**config.mk**
```make
export PLATFORM = sky130hd
export DESIGN_NAME = glos_div
export DESIGN_NICKNAME = d
export VERILOG_FILES = /design/src/rtl/glos_pkg.sv /design/src/rtl/glos_div.sv
export SDC_FILE = /design/constraint.sdc
export NUM_CORES = 1
export LEC_CHECK = 0
export BUFFER_PORTS_ARGS = -buffer_cell sky130_fd_sc_hd__buf_2
export CAP_MARGIN = 5
export CORE_UTILIZATION = 30
export CTS_CLUSTER_SIZE = 40
export DETAILED_ROUTE_END_ITERATION = 8
export HOLD_SLACK_MARGIN = 0.05
export PLACE_DENSITY = 0.55
export SLEW_MARGIN = 20
export SYNTH_ARGS = -nofsm -noshare
export SYNTH_HDL_FRONTEND = slang
export SYNTH_SLANG_ARGS = --single-unit
```
**constraint.sdc**
```tcl
create_clock -name i_clk -period 2.9 [get_ports i_clk]
set_input_delay 0.435 -clock i_clk [delete_from_list [all_inputs] [get_ports i_clk]]
set_output_delay 0.435 -clock i_clk [all_outputs]
set_load 0.02 [all_outputs]
```
**src/rtl/glos_pkg.sv**
```systemverilog
`timescale 1ns / 1ps

package glos_pkg;

    // Widths fixed by the item fields and by the arithmetic on them.
    localparam int COORD_W = 6;
    localparam int NUM_W   = 16;
    localparam int DEN_W   = 7;
    localparam int STEP_W  = 8;

    localparam int GRID_WIDTH_DEF  = 64;
    localparam int GRID_HEIGHT_DEF = 64;

    localparam logic OP_WRITE = 1'b0;
    localparam logic OP_QUERY = 1'b1;

    typedef logic [COORD_W-1:0]      t_coord;
    typedef logic signed [NUM_W-1:0] t_num;
    typedef logic [DEN_W-1:0]        t_den;

    typedef struct packed {
        logic start;
        t_num num;
        t_den den;
    } t_div_req;

    typedef struct packed {
        logic done;
        t_num quo;
        t_den rem;
    } t_div_rsp;

endpackage

```
**src/rtl/glos_div.sv**
```systemverilog
`timescale 1ns / 1ps

// Floor division of a signed numerator by a positive denominator, one
// quotient bit per cycle, with the remainder kept in [0, den).
module glos_div (
    input  logic               i_clk,
    input  logic               i_rst_n,
    input  glos_pkg::t_div_req i_req,
    output glos_pkg::t_div_rsp o_rsp
);

    localparam int CNT_W = $clog2(glos_pkg::NUM_W + 1);

    logic                        r_busy, n_busy;
    logic                        r_fin, n_fin;
    logic                        r_done, n_done;
    logic [CNT_W-1:0]            r_cnt, n_cnt;
    logic                        r_neg, n_neg;
    logic [glos_pkg::NUM_W-1:0]  r_mag, n_mag;
    glos_pkg::t_den              r_rem, n_rem;
    glos_pkg::t_den              r_den, n_den;
    glos_pkg::t_num              r_quo, n_quo;
    glos_pkg::t_den              r_rq, n_rq;
    logic [glos_pkg::DEN_W:0]    w_trial;

    always_comb begin
        n_busy = r_busy;
        n_fin  = 1'b0;
        n_done = 1'b0;
        n_cnt  = r_cnt;
        n_neg  = r_neg;
        n_mag  = r_mag;
        n_rem  = r_rem;
        n_den  = r_den;
        n_quo  = r_quo;
        n_rq   = r_rq;
        w_trial = {r_rem, r_mag[glos_pkg::NUM_W-1]};

        if (i_req.start) begin
            n_busy = 1'b1;
            n_cnt  = '0;
            n_neg  = i_req.num[glos_pkg::NUM_W-1];
            n_mag  = i_req.num[glos_pkg::NUM_W-1] ? glos_pkg::NUM_W'(-i_req.num)
                                                   : glos_pkg::NUM_W'(i_req.num);
            n_rem  = '0;
            n_den  = i_req.den;
        end else if (r_busy) begin
            if (w_trial >= {1'b0, r_den}) begin
                n_rem = glos_pkg::DEN_W'(w_trial - {1'b0, r_den});
                n_mag = {r_mag[glos_pkg::NUM_W-2:0], 1'b1};
            end else begin
                n_rem = glos_pkg::DEN_W'(w_trial);
                n_mag = {r_mag[glos_pkg::NUM_W-2:0], 1'b0};
            end
            n_cnt = CNT_W'(r_cnt + 1'b1);
            if (r_cnt == CNT_W'(glos_pkg::NUM_W - 1)) begin
                n_busy = 1'b0;
                n_fin  = 1'b1;
            end
        end

        // Turn the truncated magnitude result into a floor result.
        if (r_fin) begin
            n_done = 1'b1;
            if (r_neg && (r_rem != '0)) begin
                n_quo = glos_pkg::t_num'(~r_mag);
                n_rq  = r_den - r_rem;
            end else if (r_neg) begin
                n_quo = glos_pkg::t_num'(~r_mag + glos_pkg::NUM_W'(1));
                n_rq  = '0;
            end else begin
                n_quo = glos_pkg::t_num'(r_mag);
                n_rq  = r_rem;
            end
        end
    end

    always_ff @(posedge i_clk) begin
        r_cnt <= n_cnt;
        r_neg <= n_neg;
        r_mag <= n_mag;
        r_rem <= n_rem;
        r_den <= n_den;
        r_quo <= n_quo;
        r_rq  <= n_rq;
        if (!i_rst_n) begin
            r_busy <= 1'b0;
            r_fin  <= 1'b0;
            r_done <= 1'b0;
        end else begin
            r_busy <= n_busy;
            r_fin  <= n_fin;
            r_done <= n_done;
        end
    end

    assign o_rsp.done = r_done;
    assign o_rsp.quo  = r_quo;
    assign o_rsp.rem  = r_rq;

endmodule

```
==> flow_results.org <==
** Outcome
- Status :: finished, violations left
- The checks that failed: design-rule violations.

** Worst setup path
- On the critical path, the stage with the largest delay is an instance of or3_1.
- Critical path peak fanout :: 8
- Family with the most delay on the worst path :: simple AND/OR/NAND/NOR gates
- Worst setup endpoint :: r_rem[4]
- The setup check on the worst reg-to-reg path leaves a slack of 0.38 ns.
- Together, buffers and inverters on the worst path number 1.
- R2r worst-path depth :: 8
- End of the worst register-to-register path :: r_rem[4]
- Largest incremental delay on the critical path :: 0.40 ns
- The worst setup path is of the reg -> reg kind.
- In this run the critical register-to-register path is launched from r_mag[15].
- STA classifies the critical path startpoint as a register.
- Worst endpoint required time :: 3.14 ns
- The critical path runs through a total of 8 cells.
- Data on the critical path arrives at its endpoint at 2.76 ns.
- STA classifies the critical path endpoint as a register.
- The most critical setup path has its startpoint at r_mag[15].
- The signal on the critical path passes through inv_1 > ha_1 > fa_1 > nand2b_1 > a211oi_1 > nor3_1 > or3_1 > a311oi_1.

** Timing
- Based on the critical path, the design can be clocked at up to 396.5 MHz.
- Measured against its own limit, the worst slew margin works out to 30.81%.
- The final critical path takes up 86.96% of the cycle.
- Setup violations remaining at the end of the flow were counted as 0.
- Slew @ Worst Pin :: 1.036 ns
- For the final database, setup skew stands at 0.004319 ns.
- Setup repair after global routing left no endpoint under its margin.
- Setup Total Neg Slack :: 0 ns
- Time the final worst path needs with I/O delays and setup :: 2.522 ns
- Hold violation count in the final report :: 0
- The final-report max-slew violation count came to 0.

** Clocking
- Hold repair after CTS inserted 0 buffers.
- After clock tree synthesis, the clock-pin slew on the worst setup and hold paths is 0.06 ns.
- Counting the buffers created by CTS gives 9.
- TritonCTS clock tree :: yes
- Clock tree synthesis selected as its root buffer the cell clkbuf_16.
- The clock reaches the later pin of the worst-skew pair after 0.33 ns.
- Level count of the clock H-tree :: 3
- CTS Buffer Depth :: 2
- Once the clock tree was built, the resizer swapped 0 gates to a different size.
- Num Clock Sinks :: 62
- Post CTS Setup Buffer Count :: 0

** Pwr
- Dividing total power by cell area gives a power density of 616.5 nW/um^2.
- Total Power Consumption :: 0.002641 W
- Across the VDD grid, the largest voltage drop is 0.0002581 V.
- Leak Pwr :: 1.633 nW

** Die
- In this run the standard cell core region covers 11560 um^2.
- The die covers 12420 um^2.
- Chip Width :: 111.4 um
- During I/O placement, the number of pins put on the boundary was 50.
- Once the floorplan was initialized, standard cells occupied 31.07% of the core.
- Row generation in the floorplan step produced 39 rows.
- The die is 111.4 um tall.

** Yosys
- Counting flops with a built-in enable in the synthesized netlist gives 47.
- The Yosys step of the flow raised 0 warnings.
- The synthesized design contains 62 register bits.
- Share of flip-flops with an asynchronous set or reset :: 0%
- Commonest register cell after synthesis :: edfxtp_1
- After synthesis the cells add up to 3593 um^2.
- Net Count, Synth :: 400
- Sequential cells were found to cover 47.63% of the synthesized design area.
- Avg Synthesized Cell Area :: 10.12 um^2
- The number of different library cells used by synthesis comes to 49.
- Synthesis handed over a netlist of 355 instances.

** Cells and area
- Final core utilization :: 37.04%
- Of the cells placed in the final design, the portion with a size suffix greater than 1 is 19.36%.
- From synthesis to final layout, the design area changed by 19.22%.
- Fin nets :: 448
- Finished Layout Cells :: 551
- Counting the fill cells in the layout gives 1147.
- The multi-input combinational cells in the finished layout cover a total of 1728 um^2.
- Reg area :: 1712 um^2
- N_diodes :: 0

** GRT
- Wire length of the first global-routing pass :: 12.99 mm
- Global routing used 13.10% of the available tracks.
- The via count of the first global-routing pass came to 2558.
- After global routing the overflow that remains totals 0.
- The initial antenna violation count was 0.
- Entering global routing, the biggest net connects 31 pins.

** Drt
- Overall via count from detail_route :: 2749
- The final layout contains routed wiring with a total length of 7.633 mm.
- The first detailed-routing pass took 6 iterations.
- For this run, design rule violations remaining after detail routing come to 12.
- Initial DRC Count :: 181
- Dividing the detail-routed wire length by the instance count gives 13.85 um.
- Dividing the detail-routed via count by the number of cells gives 4.989.
- The count of nets left with antenna violations once routing finished came out at 0.

** Place
- The wire-length estimate of the detail-placed layout is 5.735 mm.
- The congestion estimate from routability-driven global placement came to 0.8389.
- Buffers placed on the I/O ports in this run total 49.
- After detailed placement, the design holds a cell count of 535.

** Min path
- The worst hold path belongs to the class in -> reg.

** Flow run
- Max-cap violations in this run came to 0.
Yosys cell counts, types with 7 or more instances:
cell type  count  area [um^2]
xor2_1        14        122.6
clkbuf_1      12        45.04
nor2_1        38        142.6
xnor2_1       18        157.7
a21oi_1       21        105.1
nand2b_1      11        68.82
inv_1         25        93.84
dfxtp_1       15        300.3
ha_1          17        212.7
o21ai_0       20        100.1
edfxtp_1      47         1411
or3_1          7        43.79
nand2_1       18        67.56
o31ai_1        9        67.56
cells by family after synthesis:
family | Yosys count | share of synthesized area (%)
DFF | 62 | 47.63
and+or+nand+nor | 115 | 16.64
muxes | 4 | 1.184
xor gates and xnor gates | 32 | 7.799
adders and majority gates | 19 | 7.033
AOI/OAI and AO/OA | 83 | 15.43
buffers and inverters | 40 | 4.283
area by class of cell:
class | instances | area share, %
Clock inverter | 5 | 0.9346
Timing Repair Buffer | 52 | 6.250
Multi-Input combinational cell | 253 | 40.33
Sequential cell | 62 | 39.95
Clock buffer | 11 | 6.162
Inverter | 25 | 2.190
Tap cell | 143 | 4.176
routing by layer:
layer	wire length, um	global-route usage (%)	vias up
met4	136	5.135	0
li1	-	-	1398
met2	3477	20.00	49
met5	0	0	-
met1	3721	18.14	1293
met3	297	2.776	9
power by group:
part / switching [W] / internal [W] / total, W
combinational: 0.000269 / 0.000210 / 0.000478
sequential: 0.0000654 / 0.00103 / 0.00110
clock: 0.000406 / 0.000657 / 0.00106
total: 0.000740 / 0.00190 / 0.00264
flip-flops by register name (all words and copies together) (netlist names):
name	flops
r_busy	1
r_cnt	5
r_den	7
r_done	1
r_fin	1
r_mag	16
r_neg	1
r_quo	16
r_rem	7
r_rq	7
cells in the final DEF, fill, tap and decap left out, drive strengths merged, types with 3 or more instances in the layout:
cell type,instances
buf,52
edfxtp,47
nor2,38
inv,26
a21oi,21
o21ai,20
nand2,18
xnor2,18
ha,17
dfxtp,15
xor2,14
nand2b,11
clkbuf,11
o31ai,9
or3,8
o41ai,7
nor2b,6
nand3,5
a211oi,5
a311oi,5
nor4,4
nor3,4
and2,4
a31oi,4
or4,4
and3,3
o22ai,3
clkinvlp,3
metrics by stage:
step	worst slack [ns]	cell area [um^2]	hold slack, ns
finish	0.3781	4284	0.2777
global route	0.1355	4284	0.2685
CTS	0.3577	4284	0.2699
detailed placement	0.3712	3980	0.4829
global placement	0.4169	3980	0.4748
floorplan	0.4775	3593	0.4631
worst min-delay path by stage:
stage                     depth (start not counted)  endpoint      from  slack (ns)
after detailed placement                          2  r_cnt[4]  r_cnt[4]        0.48
after CTS                                         1  r_den[4]  i_req[4]        0.27
final                                             1  r_den[4]  i_req[4]        0.28
after global routing                              1  r_den[4]  i_req[4]        0.27
after floorplan                                   2  r_cnt[4]  r_cnt[4]        0.46
after global placement                            2  r_cnt[4]  r_cnt[4]        0.47
(Power assumes the default switching activity.)
